## config.mk

```make
export PLATFORM = sky130hd
export DESIGN_NAME = pmpc_entry
export DESIGN_NICKNAME = d
export VERILOG_FILES = /design/src/design/pmpc_pkg.sv /design/src/design/pmpc_entry.sv
export SDC_FILE = /design/constraint.sdc
export NUM_CORES = 1
export LEC_CHECK = 0
export BUFFER_PORTS_ARGS = -buffer_cell sky130_fd_sc_hd__buf_2
export CORE_MARGIN = 10
export CORE_UTILIZATION = 52
export DETAILED_ROUTE_END_ITERATION = 6
export PLACE_DENSITY = 0.95
export SYNTH_ARGS = -nofsm -noshare
export SYNTH_HDL_FRONTEND = slang
export SYNTH_SLANG_ARGS = --single-unit
```

## constraint.sdc

```tcl
create_clock -name vclk -period 5.3
set_clock_uncertainty 0.1 [all_clocks]
set_input_delay 0.265 -clock vclk [all_inputs]
set_output_delay 0.265 -clock vclk [all_outputs]
set_load 0.02 [all_outputs]
```

## src/design/pmpc_pkg.sv

```systemverilog
// Shared types, codes and helpers for the physical memory protection check unit.
// No dependencies; imported by pmpc_entry and physical_memory_protection_check_unit.
package pmpc_pkg;

   // Beat layout widths
   localparam int unsigned IdxW    = 4;
   localparam int unsigned CfgW    = 8;
   localparam int unsigned EntAddrW = 54;
   localparam int unsigned AddrW   = 64;
   localparam int unsigned LenW    = 4;
   localparam int unsigned KindW   = 2;
   localparam int unsigned PrivW   = 2;
   localparam int unsigned ReqDataW = 144;
   localparam int unsigned RspDataW = 8;

   // An access covers at most four 4-byte words (length field is 4 bits)
   localparam int unsigned Words = 4;
   localparam int unsigned WordBytes = 4;

   // Configuration byte bit positions
   localparam int unsigned CfgR = 0;
   localparam int unsigned CfgW_BIT = 1;
   localparam int unsigned CfgX = 2;
   localparam int unsigned CfgModeLo = 3;
   localparam int unsigned CfgL = 7;

   typedef enum logic [1:0] {
      MODE_OFF   = 2'd0,
      MODE_TOR   = 2'd1,
      MODE_NA4   = 2'd2,
      MODE_NAPOT = 2'd3
   } mode_type;

   typedef enum logic {
      OP_WRITE = 1'b0,
      OP_CHECK = 1'b1
   } op_type;

   localparam logic [KindW-1:0] KIND_FETCH = 2'd0;
   localparam logic [KindW-1:0] KIND_LOAD  = 2'd1;
   localparam logic [KindW-1:0] KIND_STORE = 2'd2;

   localparam logic [PrivW-1:0] PRIV_MACHINE = 2'd3;

   // Per-entry word match results
   typedef struct packed {
      logic [Words-1:0] lt;   // word address below this entry's top
      logic [Words-1:0] hit;  // word falls inside this entry's region
   } match_type;

   function automatic logic permit(input logic [CfgW-1:0] cfg,
                                   input logic [KindW-1:0] kind,
                                   input logic [PrivW-1:0] priv);
      logic ok;
      ok = (priv == PRIV_MACHINE) && !cfg[CfgL];
      case (kind)
         KIND_FETCH: ok = ok | cfg[CfgX];
         KIND_LOAD:  ok = ok | cfg[CfgR];
         KIND_STORE: ok = ok | cfg[CfgW_BIT];
         default:    ok = ok;
      endcase
      return ok;
   endfunction

endpackage

```

## src/design/pmpc_entry.sv

```systemverilog
// Address match for one protection entry against up to four access words.
// Depends on pmpc_pkg.
module pmpc_entry
   import pmpc_pkg::*;
(
   input  logic [EntAddrW-1:0]          entry_addr,
   input  logic [1:0]                   entry_mode,
   input  logic [Words-1:0]             prev_lt,     // words below the previous top
   input  logic [Words-1:0][AddrW-1:0]  word_addr,
   output match_type                    match
);

   logic [AddrW-1:0] top;
   logic [AddrW-1:0] m;
   logic [AddrW-1:0] ones;
   logic [AddrW-1:0] mask;
   mode_type         mode;

   assign mode = mode_type'(entry_mode);
   assign top  = {{(AddrW-EntAddrW-2){1'b0}}, entry_addr, 2'b00};

   // Trailing-ones run of the address word (plus one bit for NAPOT) is masked off
   assign m    = {{(AddrW-EntAddrW-1){1'b0}}, entry_addr, (mode == MODE_NA4) ? 1'b0 : 1'b1};
   assign ones = m & ~(m + 64'd1);
   assign mask = {~ones[AddrW-3:0], 2'b00};

   always_comb begin
      for (int k = 0; k < Words; k++) begin
         match.lt[k] = word_addr[k] < top;
         if (mode == MODE_TOR) begin
            match.hit[k] = !prev_lt[k] && match.lt[k];
         end else begin
            match.hit[k] = ((word_addr[k] ^ top) & mask) == '0;
         end
      end
   end

endmodule

```

* Word level (Yosys, flattened, before mapping)
Cells that the tools add are included.
** Storage, ports and cells
- Flip-flop bits (word level) :: 0
- Input bits :: 316
- Output and inout port bits :: 8
- Word-level logic and storage cells :: 35
** Operators by class
- Add/subtract/negate cells :: 1
- Order comparisons :: 4
- Eq/ne operators :: 2
- Multiplexer cells :: 5
- Bitwise operators :: 11
- Reductions and logical operators :: 12
** Operators by type and width (number)
- $and A64 B64 Y64 :: 4
- $logic_not A64 Y1 :: 4
- $lt A64 B56 Y1 :: 4
- $xor A64 B56 Y64 :: 4
- $and A55 B62 Y62 :: 1
- $not A56 Y62 :: 1
- $not A62 Y62 :: 1
- $add A55 B1 Y56 const B :: 1
- $mux W1 :: 5
- $logic_and A1 B1 Y1 :: 4
- $logic_not A1 Y1 :: 4
- $eq A2 B1 Y1 const B :: 1
- $eq A2 B2 Y1 const B :: 1

* Longest topological paths before layout
Gate-level depths: netlist of the first run.
- Depth after elaboration :: 9
- Depth in mapped cells :: 12
- Mapped depth without buffers :: 12

* Worst setup path before layout of the first run
OpenSTA, ideal clock, no wires.
- Kind :: input to output
- Start point :: input port entry_mode[0]
- End point :: output port match[2] in the netlist's numbering
- Arrival :: 2.832 ns
- Required time :: 4.935 ns
- Slack :: 2.103 ns
- Stages on the path :: 11
- Buffers on the path :: 2
- Path through :: nand2b_1 buf_4 and4_1 nand4_2 or3_1 buf_2 nor4_4 o22ai_1 nor4_1 o2111ai_1 o32ai_1
** RTL lines
- start, declared :: RTL line pmpc_entry.sv:7 : input logic [1:0] entry_mode,
- end, declared :: RTL line pmpc_entry.sv:10 : output match_type match

==> results.rst, run 1 <==
.. list-table::
   :header-rows: 1

   * - Metric
     - Value
   * - Required time worst endpoint
     - 4.93 ns
   * - Total power per unit cell area
     - 84.9 nW/um2
   * - Path type of the worst min-delay path
     - input port to output port
   * - Share of the clock period used by the worst path
     - 0.802
   * - Die height
     - between 100 and 150 um
   * - Transition time of the tightest slew-check pin
     - around 1.1 ns
   * - Setup crit start
     - entry_addr[29]
   * - Relative area change from synthesis to final layout
     - 26.9%
   * - Share of synthesized area occupied by flip-flops and latches
     - 0
   * - Worst path arrival time
     - 3.88 ns
   * - Final Wtd Congestion
     - about 1.1
   * - Max Clock Freq
     - roughly 240 MHz
   * - Netlist area before placement
     - between 6000 and 7000 um2
   * - Buffer and inverter count on the worst path
     - 2
   * - GRT Overall Usage
     - 0.361
   * - Crit. End Element
     - output port
   * - Unrepaired setup endpoints after global routing
     - false
   * - # resized after CTS
     - 0
   * - Max_cap viols
     - 0
   * - First-pass detailed-route iteration total
     - 6
   * - CP endpoint
     - match[0]
   * - Setup bufs post-CTS
     - 0
   * - Final count of pins violating max slew
     - 0
   * - Floorplan die area
     - roughly 18000 um2
   * - Final worst-path setup slack
     - approximately 1.1 ns
   * - Worst setup path category
     - input port to output port
   * - NumNets Final
     - between 1500 and 2000
   * - Fraction of synthesized cell area taken by the top area cell type
     - 0.402
   * - Die Span X
     - 134 um
   * - Post-detailed-route count of antenna-violating nets
     - 0
   * - Standby leakage power
     - about 4.5 nW
   * - Distinct cells, synth
     - 52
   * - Number of vias in the routed layout
     - 9344
   * - DR iter-0 viols
     - approximately 1200
   * - WL/cell
     - roughly 25 um
   * - Fraction of final layout cells sized beyond drive strength 1
     - 0.283
   * - Kind of cell adding the most delay to the critical path
     - simple AND/OR/NAND/NOR gates
   * - Tightest slew margin relative to the limit
     - 0.265
   * - Mean cell area of the mapped netlist
     - 7.40 um2
   * - CP max FO
     - 7
   * - Placed wire-length estimate after detailed placement
     - 31000 um
   * - I/O Buffers
     - between 300 and 400
   * - Seq cells
     - 0
   * - Setup slack at placement
     - 1.18 ns
   * - Footprint of the flip-flops and latches
     - 0 um2
   * - Cell Chain, Critical Path
     - buf_2, nand4_2, nor4_1, nand2_1, nor2_1, o22ai_1, nor3_1, nand4_1, nor4_1, a22o_1, buf_2
   * - Via/cell ratio
     - 6.68
   * - Layout clock buffer count
     - 0
   * - Remaining Overflow, GRT
     - 0
   * - Outcome
     - completed
   * - Floorplan core area
     - 12600 um2
   * - Delay of the slowest cell on the worst path
     - around 0.89 ns
   * - IR Drop Worst-Case VDD
     - between 0.00004 and 0.00005 V
   * - Initial cell density of the core
     - 0.533
   * - Final-report setup violation count
     - 0
   * - Most frequent cell after synthesis
     - ha_1
   * - Warnings from Yosys
     - 0
   * - Cell type contributing the most total cell area after synthesis
     - ha_1
   * - CP Depth
     - 11
   * - Routed WL
     - roughly 34000 um
   * - Clock period minus final worst setup slack
     - between 4 and 5 ns
   * - First-pass GRT wire length
     - ~52000 um
   * - Top-Level Pins
     - approximately 320
   * - Synthesized netlist cell count
     - 908
   * - Site row count
     - between 40 and 50
   * - Most area-consuming cells after synthesis
     - ha_1 (40%), o22ai_1 (5.7%), a21o_1 (5.6%)
   * - CTS hold repair buffers
     - 0
   * - Count of endpoints failing hold in the final timing report
     - 0
   * - Worst Setup Start Kind
     - input port
   * - Leading cell types by count after synthesis
     - ha_1 (216), nor2_1 (83), a21oi_1 (74), inv_1 (61), o22ai_1 (61)
   * - # DRC
     - 0
   * - Total Negative Setup Slacks
     - 0 ns
   * - Cell type of the slowest stage on the worst timing path
     - nor4_1
   * - Post-Syn Nets
     - 1440
   * - Antenna violations before repair
     - 3
   * - Largest net degree at the start of global routing
     - 10
   * - Number of global-route vias before repair
     - between 9000 and 10000
[metrics by stage]
step                hold slack (ns)  utilization  std cells  area (um2)  total power, mW
floorplan                     0.620            -        908        6720            0.391
global placement              0.830        0.675       1396        8520            0.685
detailed placement            0.820        0.675       1396        8520            0.693
CTS                           0.827        0.675       1396        8520            0.697
global route                  0.873        0.676       1399        8530            0.785
finish                        0.826        0.676       1399        8530            0.725
[routing by layer]
layer	global-route usage	share of wire	up-vias
met5	0	0	-
met4	0.115	0.039	0
met3	0.0996	0.13	106
met2	0.581	0.44	739
met1	0.453	0.39	4227
li1	-	-	4272
[cell type report]
| cell class | instances | area [um2] |
|---|---|---|
| multi-input cells | 841 | 6460 |
| repair buffers | 320 | 1610 |
| fillers | 1175 | 4090 |
| inverters | 63 | 236 |
| well taps | 172 | 215 |
| diodes | 3 | 7.51 |
[tightest hold or removal path, delay by kind of cell]
kind	cells	cell delay, ns
AOI/OAI and AO/OA	2	0.16
buffers and inverters	2	0.24
[cell families (layout without fill, tap and decap cells)]
family,after synthesis,after routing,share of synthesized area
AND/OR/NAND/NOR,327,327,0.274
buffers and inverters,67,383,0.0389
AO/OA/AOI/OAI,298,298,0.285
adder cells (fa/ha/maj),216,216,0.402
other,0,3,0
[worst min path at each step]
stage / start / end / slack (ns) / cells after the start
2_1_floorplan: word_addr[120] / match[5] / 0.62 / 3
3_3_place_gp: prev_lt[2] / match[2] / 0.83 / 4
3_5_place_dp: prev_lt[2] / match[2] / 0.82 / 4
4_1_cts: prev_lt[2] / match[2] / 0.83 / 4
5_1_grt: prev_lt[2] / match[2] / 0.87 / 4
6_report: prev_lt[2] / match[2] / 0.83 / 4
[cells in the final DEF, fill, tap and decap left out, drive strengths merged, types with 18 or more instances in the layout]
cell type / synthesis / routed
buf: 4 / 320
ha: 216 / 216
nor2: 83 / 83
a21oi: 74 / 74
inv: 63 / 63
o22ai: 61 / 61
a21o: 50 / 50
nand2: 49 / 49
o21ai: 45 / 45
nor3: 43 / 43
nand4: 40 / 40
nor4: 31 / 31
nand3: 27 / 27
o221ai: 18 / 18
[where the power goes]
group | switching [mW] | total (mW) | internal, mW
combinational | 0.414 | 0.725 | 0.310
clock | 0 | 0.0000000757 | 0.0000000757
sequential | 0 | 0 | 0
total | 0.414 | 0.725 | 0.310
Note: power is estimated with default switching activity, not from simulation.
==> inputs of run 2 (changes only) <==
--- a/config.mk
+++ b/config.mk
@@ -7,9 +7,9 @@
 export LEC_CHECK = 0
 export BUFFER_PORTS_ARGS = -buffer_cell sky130_fd_sc_hd__buf_2
 export CORE_MARGIN = 10
-export CORE_UTILIZATION = 52
+export CORE_UTILIZATION = 45
 export DETAILED_ROUTE_END_ITERATION = 6
-export PLACE_DENSITY = 0.95
+export PLACE_DENSITY = 0.91
 export SYNTH_ARGS = -nofsm -noshare
 export SYNTH_HDL_FRONTEND = slang
 export SYNTH_SLANG_ARGS = --single-unit
==> constraint.sdc (replaced) <==
create_clock -name vclk -period 3.6
set_clock_uncertainty 0.1 [all_clocks]
set_input_delay 0.18 -clock vclk [all_inputs]
set_output_delay 0.18 -clock vclk [all_outputs]
set_load 0.02 [all_outputs]
==> run 2 against run 1 <==
Wire length increased by 6.3%. Sequential share of layout area unchanged. Combinational power increased by 53%. Flip-flop and latch count unchanged. Non-clock buffer count increased by 60. Critical path type unchanged. First-iteration DRC count decreased by 19%. Worst hold slack got worse by 0.17 ns. Critical path depth increased by 1. Die area increased by 13%. Largest cell class unchanged. Utilization decreased by 5.5 points. Setup slack got worse by 0.92 ns.
==> results.rst, run 2 (synthesis gave the netlist of run 1 again) <==
.. list-table::
   :header-rows: 1

   * - Metric
     - Value
   * - IR Drop Worst-Case VDD
     - between 0.00006 and 0.00007 V
   * - Part of the total power dissipated in sequential elements
     - 0
   * - Floorplan die area
     - 20200 um2
   * - Commonest non-fill, non-tap cell in the layout
     - buf_2
   * - Total power per unit cell area
     - 122 nW/um2
   * - Share of the clock period used by the worst path
     - 0.962
   * - First-pass GRT wire length
     - between 50000 and 60000 um
   * - # DRC
     - 0
   * - Max Clock Freq
     - 289 MHz
   * - Commonest cells after routing, fill and taps aside
     - buf_2 (316), ha_1 (216), nor2_1 (81)
   * - Finished Layout Cells
     - 1469
   * - WL/cell
     - around 25 um
   * - GRT Overall Usage
     - 0.339
   * - # placed instances
     - ~1500
   * - Met3 Routed Length
     - between 4000 and 5000 um
   * - Required time worst endpoint
     - ~3.3 ns
   * - Die Span X
     - around 140 um
   * - Final count of pins violating max slew
     - 0
   * - Fraction of final layout cells sized beyond drive strength 1
     - 0.326
   * - Number of vias in the routed layout
     - around 9500
   * - Antenna violations before repair
     - 2
   * - Total Negative Setup Slacks
     - 0 ns
   * - CTS hold repair buffers
     - 0
   * - Number of global-route vias before repair
     - roughly 9600
   * - Seq cells
     - 0
   * - Length of routed met2 wiring
     - roughly 17000 um
   * - Multi-input gate area
     - roughly 6500 um2
   * - Max_cap viols
     - 0
   * - Metal1 wirelength
     - ~14000 um
   * - Placed Area
     - roughly 9000 um2
   * - Transition time of the tightest slew-check pin
     - 0.605 ns
   * - Worst path arrival time
     - between 3 and 4 ns
   * - Count of endpoints failing hold in the final timing report
     - 0
   * - Layout clock buffer count
     - 0
   * - # resized after CTS
     - 0
   * - Final Cell Area
     - around 9100 um2
   * - Floorplan core area
     - between 10000 and 15000 um2
   * - Die height
     - 142 um
   * - Final Wtd Congestion
     - approximately 1.1
   * - Filler cell count
     - around 1400
   * - Share of total power consumed by net switching
     - 0.572
   * - Internal power
     - 0.474 mW
   * - DR iter-0 viols
     - around 1000
   * - CP max FO
     - 6
   * - Top-Level Pins
     - approximately 320
   * - Crit. End Element
     - output port
   * - Site row count
     - 44
   * - Tightest slew margin relative to the limit
     - 0.586
   * - Remaining Overflow, GRT
     - 0
   * - Largest net degree at the start of global routing
     - 9
   * - Via/cell ratio
     - around 6.5
   * - Outcome
     - completed
   * - Highest metal layer with signal wires
     - met4
   * - NumNets Final
     - 1818
   * - Post-detailed-route count of antenna-violating nets
     - 0
   * - Unrepaired setup endpoints after global routing
     - false
   * - Worst Setup Start Kind
     - input port
   * - Finished Core Util
     - 0.621
   * - Setup bufs post-CTS
     - 0
   * - Standby leakage power
     - 4.81 nW
   * - Final-report setup violation count
     - 0
   * - Footprint of the flip-flops and latches
     - 0 um2
   * - Placed wire-length estimate after detailed placement
     - approximately 33000 um
   * - Path type of the worst min-delay path
     - input port to output port
   * - Comb power frac
     - 1.000
   * - Initial cell density of the core
     - 0.461
   * - Worst setup path category
     - input port to output port
   * - Clock period minus final worst setup slack
     - between 3 and 4 ns
   * - Routed WL
     - around 37000 um
   * - I/O Buffers
     - around 320
   * - Relative area change from synthesis to final layout
     - 34.9%
   * - First-pass detailed-route iteration total
     - 7
   * - Part of the total power dissipated in the clock network
     - 0
   * - Net load switching power
     - between 0.6 and 0.7 mW
run 2: area by class of cell:
class / count / area share
multi-input combinational: 841 / 0.721
timing repair buffer: 380 / 0.227
inverter: 63 / 0.0261
tap: 184 / 0.0254
antenna: 1 / 0.000276
run 2: worst paths after layout:
kind              cells past startpoint  slack, ns  endpoint     startpoint
setup / recovery                     12       0.14  match[3]  entry_mode[0]
hold / removal                        5       0.65  match[3]     prev_lt[3]
run 2: metal layers:
metal / vias up / global-route usage
met5: - / 0
met1: 4392 / 0.424
met4: 0 / 0.0871
met3: 74 / 0.111
met2: 651 / 0.545
li1: 4390 / -
run 2: stage by stage:
step / hold WS (ns) / power (mW) / worst slack (ns)
after floorplan: 0.450 / 0.575 / 0.573
after detailed placement: 0.651 / 1.06 / 0.101
after CTS: 0.658 / 1.07 / 0.0984
after global placement: 0.659 / 1.05 / 0.0682
after global routing: 0.693 / 1.20 / 0.0239
final: 0.653 / 1.11 / 0.135
run 2: power groups by stage:
stage	sequential (mW)	combinational [mW]	clock (mW)
floorplan	0	0.575	0
global placement	0	1.05	0
detailed placement	0	1.06	0
CTS	0	1.07	0
global route	0	1.20	0.0000000371
finish	0	1.11	0.0000000372
run 2: worst max-delay path: stages:
cell	delay [ns]
buf_2	0.09
nand2b_1	0.20
and4_1	0.35
nand4_2	0.22
or3_4	0.45
nor4_4	0.24
o22a_1	0.24
o2111ai_1	0.15
nor4_2	0.29
nand4_1	0.24
o32ai_1	0.31
buf_2	0.21
==> inputs of run 3 (changes only) <==
--- a/config.mk
+++ b/config.mk
@@ -9,7 +9,7 @@
 export CORE_MARGIN = 10
 export CORE_UTILIZATION = 45
 export DETAILED_ROUTE_END_ITERATION = 6
-export PLACE_DENSITY = 0.91
+export PLACE_DENSITY = 0.81
 export SYNTH_ARGS = -nofsm -noshare
 export SYNTH_HDL_FRONTEND = slang
 export SYNTH_SLANG_ARGS = --single-unit
==> run 3 against run 2 <==
Fmax shrank 2.5%. Setup slack lost 0.089 ns. Power shrank 0.89%. Final area grew 1.3%. Sequential share of layout area is the same. Wire length is essentially flat. Combinational power is essentially flat. Global-route usage grew 0.087 points.
==> results.rst, run 3 (synthesis gave the netlist of run 1 again) <==
.. list-table::
   :header-rows: 1

   * - Metric
     - Value
   * - Share of the clock period used by the worst path
     - 0.987
   * - Cell Chain, Critical Path
     - buf_2, nand2b_1, and4_1, buf_4, a21oi_1, nor3_1, o221ai_1, nor4_1, o2111ai_1, nor3_1, nand4_1, o32ai_1, buf_2
   * - Path type of the worst min-delay path
     - input port to output port
   * - WHS Endpoint
     - match[2]
   * - Instance count along the most critical hold path
     - 4
   * - Max_cap viols
     - 0
   * - Worst Setup Start Kind
     - input port
   * - Placed wire-length estimate after detailed placement
     - 33200 um
   * - Met2 track demand over resource
     - 0.559
   * - Total power per unit cell area
     - 120 nW/um2
   * - Die Span X
     - about 140 um
   * - Floorplan die area
     - 20200 um2
   * - Commonest non-fill, non-tap cell in the layout
     - buf_2
   * - Remaining Overflow, GRT
     - 0
   * - I/O Buffers
     - about 320
   * - # DRC
     - 0
   * - Layout clock buffer count
     - 0
   * - Outcome
     - completed
   * - Setup crit start
     - entry_mode[0]
   * - Met1 GRT Util
     - 0.447
   * - Total Negative Setup Slacks
     - 0 ns
   * - CTS hold repair buffers
     - 0
   * - Site row count
     - 44
   * - Tightest slew margin relative to the limit
     - 0.557
   * - Top-Level Pins
     - ~320
   * - Worst path arrival time
     - 3.27 ns
   * - Die height
     - approximately 140 um
   * - Cell type of the slowest stage on the worst timing path
     - and4_1
   * - Footprint of the flip-flops and latches
     - 0 um2
   * - Unrepaired setup endpoints after global routing
     - false
   * - Post-route worst hold slack
     - 0.652 ns
   * - Max Clock Freq
     - between 200 and 300 MHz
   * - Initial cell density of the core
     - 0.461
   * - Worst setup path category
     - input port to output port
   * - GRT busiest layer
     - met2
   * - Transition time of the tightest slew-check pin
     - 0.665 ns
   * - Crit. End Element
     - output port
   * - Number of vias in the routed layout
     - roughly 9500
   * - Delay of the slowest cell on the worst path
     - ~0.36 ns
   * - Relative area change from synthesis to final layout
     - 36.6%
   * - Seq cells
     - 0
   * - Buffer and inverter count on the worst path
     - 3
   * - IR Drop Worst-Case VDD
     - about 0.000063 V
   * - Count of endpoints failing hold in the final timing report
     - 0
   * - # resized after CTS
     - 0
   * - Routed WL
     - about 37000 um
   * - Setup bufs post-CTS
     - 0
   * - First-pass detailed-route iteration total
     - 5
   * - Floorplan core area
     - around 15000 um2
   * - Kind of cell adding the most delay to the critical path
     - simple AND/OR/NAND/NOR gates
   * - Clock period minus final worst setup slack
     - around 3.6 ns
   * - Antenna violations before repair
     - 0
   * - WL/cell
     - approximately 25 um
   * - Standby leakage power
     - 4.91 nW
   * - Met3 layer usage reported by global route
     - 0.0741
   * - Final-report setup violation count
     - 0
   * - DR iter-0 viols
     - between 900 and 1000
   * - NumNets Final
     - 1836
   * - GRT Overall Usage
     - 0.340
   * - Final count of pins violating max slew
     - 0
   * - Fraction of final layout cells sized beyond drive strength 1
     - 0.333
   * - CP max FO
     - 4
   * - Largest net degree at the start of global routing
     - 10
   * - Commonest cells after routing, fill and taps aside
     - buf_2 (316), ha_1 (216), nor2_1 (82), buf_4 (82), a21oi_1 (74)
   * - Hold path start
     - prev_lt[2]
   * - Required time worst endpoint
     - roughly 3.3 ns
   * - Number of global-route vias before repair
     - just under 10000
   * - First-pass GRT wire length
     - between 50000 and 60000 um
   * - Via/cell ratio
     - 6.38
   * - PnR Total Power
     - between 1 and 1.5 mW
   * - Post-detailed-route count of antenna-violating nets
     - 0
   * - Final Wtd Congestion
     - around 1.1
-- run 3: area by class of cell --
type	count	area [um2]
diodes	1	2.50
well taps	184	230
fillers	1426	5400
repair buffers	398	2200
inverters	63	236
multi-input cells	841	6520
-- run 3: metal layers --
metal	vias to the layer above	routed length, um
li1	4418	-
met1	4368	15100
met2	630	16600
met3	77	4190
met4	0	760
met5	-	0
-- run 3: worst max-delay path by stage --
stage	endpoint	depth (start not counted)
finish	match[2]	13
detailed placement	match[0]	14
floorplan	match[2]	11
global route	match[3]	13
CTS	match[0]	14
global placement	match[0]	14
-- run 3: metrics by stage --
step                 util  worst slack (ns)  area (um2)  cells
floorplan               -             0.573        6720    908
global placement    0.625             0.123        9130   1486
detailed placement  0.625            0.0860        9130   1486
CTS                 0.625            0.0652        9130   1486
global route        0.630            0.0299        9180   1486
finish              0.630            0.0463        9190   1487
-- run 3: worst min-delay path, delay by kind of cell --
kind	cells	cell delay, ns
AO/OA/AOI/OAI	2	0.15
buffers and inverters	2	0.24
-- run 3: power breakdown --
| part | total (mW) | switching, mW | internal, mW |
|---|---|---|---|
| registers | 0 | 0 | 0 |
| clock network | 0.00000000000327 | 0 | 0.0000000000000000854 |
| logic | 1.10 | 0.626 | 0.473 |
